==> src/rtl/hasf_pkg.sv <==
// Package for the Hilbert analytic-signal FIR: default sizes, fixed-point
// constants, the MAC control struct and the elaboration-time coefficient builder.
// No dependencies; the interfaces, the MAC and the top level use it.
package hasf_pkg;

  localparam int TAPS_DEF        = 101;
  localparam int SAMPLE_BITS_DEF = 16;
  localparam int COEF_FRAC       = 17;  // Q1.17 coefficients
  localparam int COEF_BITS       = 18;

  localparam logic [63:0] Q30_ONE         = 64'd1073741824;
  localparam logic [63:0] PI_Q30          = 64'd3373259426;
  localparam logic [63:0] TWO_OVER_PI_Q30 = 64'd683565276;

  // Control from the sequencer to the MAC datapath
  typedef struct packed {
    logic clr;      // clear accumulator (new item)
    logic tap_vld;  // read data carries a tap sample this cycle
    logic ent_vld;  // history entry has been written since reset
    logic fin;      // latch final (optionally negated) sum
    logic inv;      // negate imaginary output
  } mac_ctl_t;

  // Restoring division, evaluated at elaboration only
  function automatic logic [63:0] udiv64(logic [63:0] num, logic [63:0] den);
    logic [63:0] q;
    logic [63:0] r;
    q = '0;
    r = '0;
    for (int b = 63; b >= 0; b--) begin
      r = {r[62:0], num[b]};
      if (r >= den) begin
        r    = r - den;
        q[b] = 1'b1;
      end
    end
    return q;
  endfunction

  // cos(pi*p/m) in Q30 for 0 <= p/m <= 1/2, Taylor series
  function automatic logic [63:0] cos_q30(logic [63:0] p, logic [63:0] m);
    logic [63:0]        x;
    logic [63:0]        x2;
    logic [63:0]        t;
    logic signed [63:0] c;
    x  = udiv64(PI_Q30 * p, m);
    x2 = (x * x) >> 30;
    t  = Q30_ONE;
    c  = $signed(Q30_ONE);
    for (int k = 1; k <= 12; k++) begin
      t = udiv64((t * x2) >> 30, 64'((2 * k - 1) * (2 * k)));
      if ((k % 2) == 1) begin
        c = c - $signed(t);
      end else begin
        c = c + $signed(t);
      end
    end
    if (c < 0) begin
      c = '0;
    end
    return $unsigned(c);
  endfunction

  // Signed cos(2*pi*i/m) in Q30 for 0 <= i <= m
  function automatic logic signed [63:0] window_cos(logic [63:0] i, logic [63:0] m);
    logic [63:0] r;
    r = ((2 * i) > m) ? (m - i) : i;
    if ((4 * r) > m) begin
      return -$signed(cos_q30(m - 2 * r, m));
    end
    return $signed(cos_q30(2 * r, m));
  endfunction

  // Hamming-windowed Hilbert coefficient for tap idx (0 = newest sample)
  function automatic logic signed [COEF_BITS-1:0] coef_calc(int taps, int idx);
    int                 mid;
    int                 n;
    logic [63:0]        an;
    logic [63:0]        m;
    logic [63:0]        w;
    logic [63:0]        p;
    logic [63:0]        v;
    logic signed [63:0] cv;
    logic signed [63:0] num;
    mid = taps / 2;
    n   = idx - mid;
    an  = 64'((n < 0) ? -n : n);
    if (an[0] == 1'b0) begin
      return '0;
    end
    m   = 64'(taps - 1);
    cv  = window_cos(64'(idx), m);
    num = 64'sd54 * $signed(Q30_ONE) - 64'sd46 * cv;
    w   = $unsigned(num) / 100;
    p   = w * TWO_OVER_PI_Q30;
    v   = udiv64(p + (an << 42), an << 43);
    return (n < 0) ? COEF_BITS'(-v) : COEF_BITS'(v);
  endfunction

endpackage

==> src/rtl/hasf_in_if.sv <==
// Input channel of the Hilbert analytic-signal FIR: valid/ready plus sample payload.
// Depends on hasf_pkg for the default sample width.
interface hasf_in_if #(
  parameter int SAMPLE_BITS = hasf_pkg::SAMPLE_BITS_DEF
) ();
  logic                          valid;
  logic                          ready;
  logic signed [SAMPLE_BITS-1:0] sample;
  logic                          last_in_block;

  modport source (output valid, output sample, output last_in_block, input ready);
  modport sink   (input valid, input sample, input last_in_block, output ready);
endinterface

==> src/rtl/hasf_out_if.sv <==
// Output channel of the Hilbert analytic-signal FIR: valid/ready plus complex result.
// Depends on hasf_pkg for the default sample width.
interface hasf_out_if #(
  parameter int SAMPLE_BITS = hasf_pkg::SAMPLE_BITS_DEF
) ();
  logic                          valid;
  logic                          ready;
  logic signed [SAMPLE_BITS-1:0] real_part;
  logic signed [SAMPLE_BITS-1:0] imag_part;
  logic                          last_in_block_res;

  modport source (output valid, output real_part, output imag_part,
                  output last_in_block_res, input ready);
  modport sink   (input valid, input real_part, input imag_part,
                  input last_in_block_res, output ready);
endinterface

==> src/rtl/hasf_ram.sv <==
// Generic simple dual-port RAM: one write port, one read port, registered read data.
// No dependencies.
module hasf_ram #(
  parameter int WIDTH = 16,
  parameter int DEPTH = 101
) (
  input  logic                     clk_i,
  input  logic                     we_i,
  input  logic [$clog2(DEPTH)-1:0] waddr_i,
  input  logic [WIDTH-1:0]         wdata_i,
  input  logic                     re_i,
  input  logic [$clog2(DEPTH)-1:0] raddr_i,
  output logic [WIDTH-1:0]         rdata_o
);

  logic [WIDTH-1:0] mem [DEPTH];

  always_ff @(posedge clk_i) begin
    if (we_i) begin
      mem[waddr_i] <= wdata_i;
    end
    if (re_i) begin
      rdata_o <= mem[raddr_i];
    end
  end

endmodule

==> src/rtl/hasf_mac.sv <==
// Multiply-accumulate datapath of the Hilbert FIR: product register, accumulator,
// optional negation, round half up and saturate. Depends on hasf_pkg.
module hasf_mac #(
  parameter int TAPS        = hasf_pkg::TAPS_DEF,
  parameter int SAMPLE_BITS = hasf_pkg::SAMPLE_BITS_DEF
) (
  input  logic                                 clk_i,
  input  logic                                 rst_ni,
  input  hasf_pkg::mac_ctl_t                   ctl_i,
  input  logic signed [SAMPLE_BITS-1:0]        data_i,
  input  logic signed [hasf_pkg::COEF_BITS-1:0] coef_i,
  output logic signed [SAMPLE_BITS-1:0]        imag_o,
  output logic                                 busy_o
);

  localparam int PW       = SAMPLE_BITS + hasf_pkg::COEF_BITS;
  localparam int ACC_BITS = PW + $clog2(TAPS);
  localparam int AN       = ACC_BITS + 1;
  localparam int RW       = AN - hasf_pkg::COEF_FRAC;

  localparam logic signed [AN-1:0] HALF   = AN'(1) << (hasf_pkg::COEF_FRAC - 1);
  localparam logic signed [RW-1:0] SAT_HI =
    {{(RW - SAMPLE_BITS + 1){1'b0}}, {(SAMPLE_BITS - 1){1'b1}}};
  localparam logic signed [RW-1:0] SAT_LO =
    {{(RW - SAMPLE_BITS + 1){1'b1}}, {(SAMPLE_BITS - 1){1'b0}}};

  logic signed [SAMPLE_BITS-1:0] data_m;
  logic signed [PW-1:0]          prod_q;
  logic                          p_vld_q;
  logic signed [ACC_BITS-1:0]    acc_q;
  logic signed [AN-1:0]          accn_q;
  logic signed [AN-1:0]          rnd_sum;
  logic signed [RW-1:0]          rnd;

  // Unwritten history entries read as zero
  assign data_m = ctl_i.ent_vld ? data_i : '0;

  always_ff @(posedge clk_i or negedge rst_ni) begin
    if (!rst_ni) begin
      p_vld_q <= 1'b0;
    end else begin
      p_vld_q <= ctl_i.tap_vld;
    end
  end

  always_ff @(posedge clk_i) begin
    prod_q <= data_m * coef_i;
    if (ctl_i.clr) begin
      acc_q <= '0;
    end else if (p_vld_q) begin
      acc_q <= acc_q + ACC_BITS'(prod_q);
    end
    if (ctl_i.fin) begin
      accn_q <= ctl_i.inv ? -AN'(acc_q) : AN'(acc_q);
    end
  end

  assign rnd_sum = accn_q + HALF;
  assign rnd     = rnd_sum[AN-1:hasf_pkg::COEF_FRAC];

  always_comb begin
    if (rnd > SAT_HI) begin
      imag_o = SAT_HI[SAMPLE_BITS-1:0];
    end else if (rnd < SAT_LO) begin
      imag_o = SAT_LO[SAMPLE_BITS-1:0];
    end else begin
      imag_o = rnd[SAMPLE_BITS-1:0];
    end
  end

  assign busy_o = p_vld_q;

endmodule

==> src/rtl/hilbert_analytic_signal_fir.sv <==
// Hilbert analytic-signal FIR: turns a real sample stream into a complex one.
// Depends on hasf_pkg, hasf_in_if, hasf_out_if, hasf_ram and hasf_mac.
//
// Each accepted sample is written into a circular history of TAPS entries held
// in one RAM. The real output is the sample taken TAPS/2 items earlier; the
// imaginary output is a Hamming-windowed Hilbert FIR over the history, using
// only the taps at odd offsets from the center (the rest are zero), rounded
// half up and saturated to SAMPLE_BITS. Setting invert_spectrum (cfg_we_i with
// cfg_wdata_i) negates the imaginary output; write it only while idle. The
// history reads as zero where it has not been written since reset; a write
// pointer and a "full" flag stand in for clearing the RAM, so no clearing pass
// is needed. One item is worked on at a time: the history RAM has a single read
// port which feeds one tap per cycle into one multiplier (NZ = nonzero taps, 50
// for 101 taps); each item takes one read for the real output, NZ tap reads,
// the read/multiply/accumulate pipeline drain and the final round before the
// next item can be accepted. The result shows on the same edge that makes the
// input ready again; a result waiting downstream holds the block in its done
// state, so the next item is not accepted until the output register frees.
module hilbert_analytic_signal_fir #(
  parameter int TAPS        = hasf_pkg::TAPS_DEF,
  parameter int SAMPLE_BITS = hasf_pkg::SAMPLE_BITS_DEF
) (
  input  logic      clk_i,
  input  logic      rst_ni,
  input  logic      cfg_we_i,
  input  logic      cfg_wdata_i,
  hasf_in_if.sink   in_i,
  hasf_out_if.source out_o
);

  localparam int AW     = $clog2(TAPS);
  localparam int MID    = TAPS / 2;
  // first tap with an odd offset from the center, then every second tap
  localparam int K0     = ((MID % 2) == 1) ? 0 : 1;
  localparam int NZ     = (TAPS - K0 + 1) / 2;
  localparam int K_LAST = K0 + 2 * (NZ - 1);

  typedef enum logic [3:0] {
    S_IDLE  = 4'b0001,
    S_ISSUE = 4'b0010,
    S_DRAIN = 4'b0100,
    S_DONE  = 4'b1000
  } state_e;

  state_e state_q, state_d;

  // write pointer and fill state of the history
  logic [AW-1:0] pos_q;
  logic          full_q;

  // read sequencing
  logic [AW-1:0] ridx_q;
  logic [AW-1:0] a_q;
  logic [AW-1:0] k_q;
  logic          real_ph_q;

  logic          inv_q;
  logic          last_q;

  // read stage: address issued last cycle, data now at the RAM output
  logic                                  s1_vld_q;
  logic                                  s1_real_q;
  logic                                  s1_ent_q;
  logic signed [hasf_pkg::COEF_BITS-1:0] coef_s1_q;

  logic signed [SAMPLE_BITS-1:0] real_q;

  logic                          out_vld_q;
  logic signed [SAMPLE_BITS-1:0] out_real_q;
  logic signed [SAMPLE_BITS-1:0] out_imag_q;
  logic                          out_last_q;

  logic                          accept;
  logic                          rd_en;
  logic [AW-1:0]                 raddr;
  logic                          ent_vld;
  logic                          last_issue;
  logic                          drained;
  logic                          load;
  logic [SAMPLE_BITS-1:0]        ram_rdata;
  logic signed [SAMPLE_BITS-1:0] imag;
  logic                          mac_busy;
  hasf_pkg::mac_ctl_t            mac_ctl;

  logic signed [hasf_pkg::COEF_BITS-1:0] coef_rom [TAPS];

  // Coefficient table, fixed at elaboration
  for (genvar g = 0; g < TAPS; g++) begin : g_coef
    localparam logic signed [hasf_pkg::COEF_BITS-1:0] C = hasf_pkg::coef_calc(TAPS, g);
    assign coef_rom[g] = C;
  end

  assign accept     = in_i.valid & in_i.ready;
  assign in_i.ready = (state_q == S_IDLE);

  // First read of an item fetches the real output, then one tap per cycle
  assign rd_en      = (state_q == S_ISSUE);
  assign raddr      = real_ph_q ? ridx_q : a_q;
  // Entries at and above the write pointer are unwritten until the first wrap
  assign ent_vld    = full_q | (raddr < pos_q);
  assign last_issue = rd_en & ~real_ph_q & (k_q == AW'(K_LAST));
  assign drained    = ~s1_vld_q & ~mac_busy;
  assign load       = (state_q == S_DONE) & (~out_vld_q | out_o.ready);

  always_comb begin
    state_d = state_q;
    case (state_q)
      S_IDLE: begin
        if (accept) begin
          state_d = S_ISSUE;
        end
      end
      S_ISSUE: begin
        if (last_issue) begin
          state_d = S_DRAIN;
        end
      end
      S_DRAIN: begin
        if (drained) begin
          state_d = S_DONE;
        end
      end
      S_DONE: begin
        if (load) begin
          state_d = S_IDLE;
        end
      end
      default: begin
        state_d = S_IDLE;
      end
    endcase
  end

  always_ff @(posedge clk_i or negedge rst_ni) begin
    if (!rst_ni) begin
      state_q   <= S_IDLE;
      pos_q     <= '0;
      full_q    <= 1'b0;
      ridx_q    <= '0;
      a_q       <= '0;
      k_q       <= '0;
      real_ph_q <= 1'b0;
      inv_q     <= 1'b0;
      s1_vld_q  <= 1'b0;
      out_vld_q <= 1'b0;
    end else begin
      state_q  <= state_d;
      s1_vld_q <= rd_en;
      if (cfg_we_i) begin
        inv_q <= cfg_wdata_i;
      end
      if (accept) begin
        // advance the write pointer; mark full on the first wrap
        if (pos_q == AW'(TAPS - 1)) begin
          pos_q  <= '0;
          full_q <= 1'b1;
        end else begin
          pos_q <= pos_q + AW'(1);
        end
        ridx_q    <= (pos_q >= AW'(MID)) ? (pos_q - AW'(MID)) : (pos_q + AW'(TAPS - MID));
        a_q       <= (pos_q >= AW'(K0)) ? (pos_q - AW'(K0)) : (pos_q + AW'(TAPS - K0));
        k_q       <= AW'(K0);
        real_ph_q <= 1'b1;
      end else if (rd_en) begin
        if (real_ph_q) begin
          real_ph_q <= 1'b0;
        end else begin
          // step two taps back through the circular history
          k_q <= k_q + AW'(2);
          a_q <= (a_q >= AW'(2)) ? (a_q - AW'(2)) : (a_q + AW'(TAPS - 2));
        end
      end
      if (load) begin
        out_vld_q <= 1'b1;
      end else if (out_o.ready) begin
        out_vld_q <= 1'b0;
      end
    end
  end

  always_ff @(posedge clk_i) begin
    if (accept) begin
      last_q <= in_i.last_in_block;
    end
    s1_real_q <= real_ph_q;
    s1_ent_q  <= ent_vld;
    coef_s1_q <= coef_rom[k_q];
    if (s1_vld_q && s1_real_q) begin
      real_q <= s1_ent_q ? $signed(ram_rdata) : '0;
    end
    if (load) begin
      out_real_q <= real_q;
      out_imag_q <= imag;
      out_last_q <= last_q;
    end
  end

  // The sample is written at the accept edge and read in later cycles only,
  // so the newest tap always sees the new value without forwarding.
  hasf_ram #(
    .WIDTH (SAMPLE_BITS),
    .DEPTH (TAPS)
  ) u_hist (
    .clk_i   (clk_i),
    .we_i    (accept),
    .waddr_i (pos_q),
    .wdata_i (in_i.sample),
    .re_i    (rd_en),
    .raddr_i (raddr),
    .rdata_o (ram_rdata)
  );

  always_comb begin
    mac_ctl.clr     = accept;
    mac_ctl.tap_vld = s1_vld_q & ~s1_real_q;
    mac_ctl.ent_vld = s1_ent_q;
    mac_ctl.fin     = (state_q == S_DRAIN) & drained;
    mac_ctl.inv     = inv_q;
  end

  hasf_mac #(
    .TAPS        (TAPS),
    .SAMPLE_BITS (SAMPLE_BITS)
  ) u_mac (
    .clk_i  (clk_i),
    .rst_ni (rst_ni),
    .ctl_i  (mac_ctl),
    .data_i ($signed(ram_rdata)),
    .coef_i (coef_s1_q),
    .imag_o (imag),
    .busy_o (mac_busy)
  );

  assign out_o.valid             = out_vld_q;
  assign out_o.real_part         = out_real_q;
  assign out_o.imag_part         = out_imag_q;
  assign out_o.last_in_block_res = out_last_q;

endmodule

==> src/flat_wrapper.sv <==
// flat-port wrapper written by rule: the top's interface ports become plain ports
module hilbert_analytic_signal_fir_flat 
#(
  parameter int TAPS        = hasf_pkg::TAPS_DEF,
  parameter int SAMPLE_BITS = hasf_pkg::SAMPLE_BITS_DEF
)
  (clk_i, rst_ni, cfg_we_i, cfg_wdata_i, in_i_valid, in_i_sample, in_i_last_in_block, in_i_ready, out_o_valid, out_o_real_part, out_o_imag_part, out_o_last_in_block_res, out_o_ready);
  hasf_in_if #(.SAMPLE_BITS(SAMPLE_BITS)) in_i_i ();
  hasf_out_if #(.SAMPLE_BITS(SAMPLE_BITS)) out_o_i ();
  input  logic clk_i;
  input  logic rst_ni;
  input  logic cfg_we_i;
  input  logic cfg_wdata_i;
  input wire logic [$bits(in_i_i.valid)-1:0] in_i_valid;
  input wire logic [$bits(in_i_i.sample)-1:0] in_i_sample;
  input wire logic [$bits(in_i_i.last_in_block)-1:0] in_i_last_in_block;
  output wire logic [$bits(in_i_i.ready)-1:0] in_i_ready;
  output wire logic [$bits(out_o_i.valid)-1:0] out_o_valid;
  output wire logic [$bits(out_o_i.real_part)-1:0] out_o_real_part;
  output wire logic [$bits(out_o_i.imag_part)-1:0] out_o_imag_part;
  output wire logic [$bits(out_o_i.last_in_block_res)-1:0] out_o_last_in_block_res;
  input wire logic [$bits(out_o_i.ready)-1:0] out_o_ready;
  assign in_i_i.valid = in_i_valid;
  assign in_i_i.sample = in_i_sample;
  assign in_i_i.last_in_block = in_i_last_in_block;
  assign in_i_ready = in_i_i.ready;
  assign out_o_valid = out_o_i.valid;
  assign out_o_real_part = out_o_i.real_part;
  assign out_o_imag_part = out_o_i.imag_part;
  assign out_o_last_in_block_res = out_o_i.last_in_block_res;
  assign out_o_i.ready = out_o_ready;
  hilbert_analytic_signal_fir #(.TAPS(TAPS), .SAMPLE_BITS(SAMPLE_BITS)) u_core (.clk_i(clk_i), .rst_ni(rst_ni), .cfg_we_i(cfg_we_i), .cfg_wdata_i(cfg_wdata_i), .in_i(in_i_i), .out_o(out_o_i));
endmodule
==> config.mk <==
export PLATFORM = sky130hd
export DESIGN_NAME = hilbert_analytic_signal_fir_flat
export DESIGN_NICKNAME = d
export VERILOG_FILES = /design/src/rtl/hasf_pkg.sv /design/src/rtl/hasf_in_if.sv /design/src/rtl/hasf_out_if.sv /design/src/rtl/hasf_ram.sv /design/src/rtl/hasf_mac.sv /design/src/rtl/hilbert_analytic_signal_fir.sv /design/src/flat_wrapper.sv
export SDC_FILE = /design/constraint.sdc
export NUM_CORES = 2
export LEC_CHECK = 0
export BUFFER_PORTS_ARGS = -buffer_cell sky130_fd_sc_hd__buf_4
export CAP_MARGIN = 20
export CELL_PAD_IN_SITES_DETAIL_PLACEMENT = 1
export CELL_PAD_IN_SITES_GLOBAL_PLACEMENT = 1
export CORE_MARGIN = 5
export CORE_UTILIZATION = 54
export CTS_BUF_LIST = sky130_fd_sc_hd__clkbuf_8
export DETAILED_ROUTE_END_ITERATION = 7
export HOLD_SLACK_MARGIN = 0.02
export PLACE_DENSITY_LB_ADDON = 0.25
export RECOVER_POWER = 25
export SYNTH_ARGS = -nofsm -noshare
export SYNTH_HDL_FRONTEND = slang
export SYNTH_SLANG_ARGS = --single-unit
==> constraint.sdc <==
create_clock -name clk_i -period 8.1 [get_ports clk_i]
set_input_delay 0.405 -clock clk_i [delete_from_list [all_inputs] [get_ports clk_i]]
set_output_delay 0.405 -clock clk_i [all_outputs]
set_load 0.01 [all_outputs]
==> results_dict.tcl <==
set metrics [dict create \
    crit_fanout 34 \
    yosys.area.top_type_share_pct 58.9 \
    final_hold_viol_count 0 \
    rr_endpoint "u_core.u_mac.prod_q[33]" \
    drive_gt1_share_pct 8.70 \
    synth_seq_area_share_pct 62.1 \
    overflow 0 \
    rrSetupSlack_ns 0.43 \
    clk_latency_ns 1.06 \
    endpoint_kind "flop" \
    period_needed_ns 7.67 \
    path_class "flop to flop" \
    cts.clk_slew.worst_paths_ns 0.06 \
    synth_most_common_cell "nand2_1" \
    wl_per_cell_um 26.7 \
    yosysUniqueCellTypes 74 \
    cap_violations 22 \
    violations "max-capacitance violations, max-slew violations" \
    io_buffers 57 \
    synth_seq_cells 1840 \
    fmax_mhz 130 \
    synth-main-ff-cell "edfxtp_1" \
    coreArea_um2 161000 \
    drtIter0Drc 6923 \
    cp.required_ns 8.92 \
    final_area_um2 96300 \
    grt_antenna_before_repair 7 \
    hold_start "in_i_last_in_block" \
    boundaryPins 58 \
    rows 147 \
    ys_top_cells_by_count "nand2_1, edfxtp_1, nand3_1" \
    post_dp_cell_area_um2 90400 \
    rsz0062_at_grt "false" \
    area_delta_synth_final_pct 10.5 \
    gr-usage-all-layers_pct 31.2 \
    hold_depth 2 \
    dieArea_um2 170000 \
    grt_pass1_vias 65900 \
    yosys_warnings 0 \
    fin_nets 8088 \
    synth_top_area_cell "edfxtp_1" \
    arrival_ns 8.49 \
    fin_setup_tns_ns 0 \
    cts_buffers 319 \
    post-cts-setup-buffers 0 \
    ys_top_cells_by_area "edfxtp_1, nand2_1, fa_1" \
    synth.avg_cell_area_um2 11.7 \
    root_buffer "clkbuf_8" \
    dr.pass1.iters 6 \
    startpoint_type "flop" \
    holdPathEnd "u_core.last_q" \
    outcome "finished, violations left" \
    cts.sinks 1840 \
    setup-violations-final 0 \
    hpwl_um 163000 \
    routed_wl_um 267000 \
    drv_slew 999 \
    start_util_pct 54.3 \
    holdCritPathClass "primary input to flop" \
    grt_pass1_wl_um 403000 \
    syn-num-nets 7946 \
    fillers 16400 \
    drc 0 \
    die_h_um 412 \
    cts_tree "yes" \
    worstMarginPinSlew_ns 3.90 \
    synth_edf_count 1708 \
    async_reset_ff_share_pct 2.07 \
    layout_worst_path_cycle_share_pct 94.7 \
    gp_congestion 0.885 \
    syn_inst 7480 \
    die_x_um 412 \
    via_count 62100 \
    htreeDepth 5 \
    final_antenna_net_count 0 \
    timing.rr.start "u_core.s1_ent_q" \
    skew_ns 0.123 \
    ff2ff_path_depth 26 \
    grt_max_degree 142 \
    clock_path_buffers 4 \
    vias_per_cell 6.21 \
    syn_area_um2 87200 \
    max_slew_margin_pct -160 \
]
per-stage QoR:
| stage | hold WS (ns) | std cells | setup WS [ns] | utilization, % |
|---|---|---|---|---|
| floorplan | 0.109 | 7480 | 0.789 | - |
| global placement | 0.379 | 9431 | 0.524 | 56.3 |
| detailed placement | 0.406 | 9434 | 0.448 | 56.3 |
| CTS | 0.0352 | 10000 | 0.207 | 60.0 |
| global route | 0.0916 | 10000 | 0.0250 | 60.0 |
| finish | 0.154 | 10000 | 0.428 | 60.0 |
how the worst max path moves through the flow:
stage / startpoint / to / slack, ns / depth (start not counted)
global route: u_core.s1_ent_q / u_core.u_mac.prod_q[33] / 0.02 / 26
floorplan: u_core.s1_ent_q / u_core.u_mac.prod_q[33] / 0.79 / 25
finish: u_core.s1_ent_q / u_core.u_mac.prod_q[33] / 0.43 / 26
global placement: u_core.s1_ent_q / u_core.u_mac.prod_q[33] / 0.52 / 23
CTS: u_core.s1_ent_q / u_core.u_mac.prod_q[33] / 0.21 / 23
detailed placement: u_core.s1_ent_q / u_core.u_mac.prod_q[33] / 0.45 / 23
logic make-up (layout without fill, tap and decap cells):
kind of cell | after synthesis | after routing | share of synthesized area (%)
mux | 42 | 42 | 0.487
buf+inv | 826 | 1196 | 3.56
flops | 1840 | 1840 | 62.1
xor+xnor | 132 | 132 | 1.33
simple gates | 3368 | 3368 | 17.0
fa+ha+maj | 443 | 443 | 8.87
compound gates | 829 | 829 | 6.71
other cells | 0 | 2 | 0
critical path, stage by stage (launching register included):
cell and delay [ns]:
dfxtp_4 0.52, and2_0 0.33, buf_4 0.27, nand2_1 0.09, fa_1 0.51, inv_1 0.05
fa_1 0.39, inv_1 0.10, fa_1 0.42, inv_1 0.09, fa_1 0.42, fa_1 0.50
inv_1 0.05, fa_1 0.47, inv_1 0.04, ha_1 0.34, a21o_1 0.23, a211oi_1 0.37
nor3b_1 0.24, a21oi_1 0.15, a2111oi_0 0.43, buf_4 0.22, nor3_1 0.08, or3_1 0.39
or3b_2 0.47, a31oi_1 0.21, xnor2_1 0.08
placed cells by master (no fill, tap or decap), types with 23 or more instances in the layout:
master	count
nand2_1	1867
edfxtp_1	1708
nand3_1	804
inv_1	436
clkbuf_8	331
fa_1	291
a311oi_1	273
and3_1	256
nor2_1	250
buf_4	219
ha_1	152
o21ai_0	147
a21oi_1	143
xnor2_1	100
dfxtp_1	92
clkinv_1	74
a21o_1	60
a211oi_1	51
a31oi_1	46
clkinv_2	40
dfrtp_1	36
nor3_1	34
mux2i_1	34
xor2_1	32
clkbuf_1	28
nor2b_1	27
nand2b_1	27
dlygate4sd3_1	23
layer usage:
layer	share of wire, %	track usage, %
met1	39	40.6
met2	49	51.9
met3	7.5	5.24
met4	4.5	13.8
met5	0.013	0
what timing repair did:
| action | 4_1_cts | 5_1_grt |
|---|---|---|
| hold endpoints to repair | 563 | 27 |
| resized for setup | 0 | 6 |
| hold buffers | 22 | 1 |
| endpoints found under the setup margin | 0 | 1 |
registers in the layout (all words and copies together) (netlist names), 7 cells and up:
name                    flops
u_core.ridx_q               7
u_core.k_q                  7
u_core.u_mac.accn_q        26
u_core.pos_q                7
u_core.real_q              16
u_core.out_o.imag_part     16
u_core.u_mac.acc_q         41
u_core.u_hist.mem        1616
u_core.a_q                  7
u_core.coef_s1_q           17
u_core.out_o.real_part     16
u_core.u_mac.prod_q        34
u_core.u_hist.rdata_o      16
final cells by class:
cell class	count	area, µm²	share of cell area (%)
Multi-Input combinational cell	4814	30000	31.2
Clock inverter	218	1150	1.19
Clock buffer	331	4560	4.73
Inverter	354	1340	1.39
Timing Repair Buffer	293	2420	2.51
Tap cell	2160	2700	2.81
Sequential cell	1840	54100	56.2
Antenna cell	2	5.00	0.00519
Power is not shown: default switching activity piles up to over one toggle a cycle in this logic, so the estimate is an artifact.
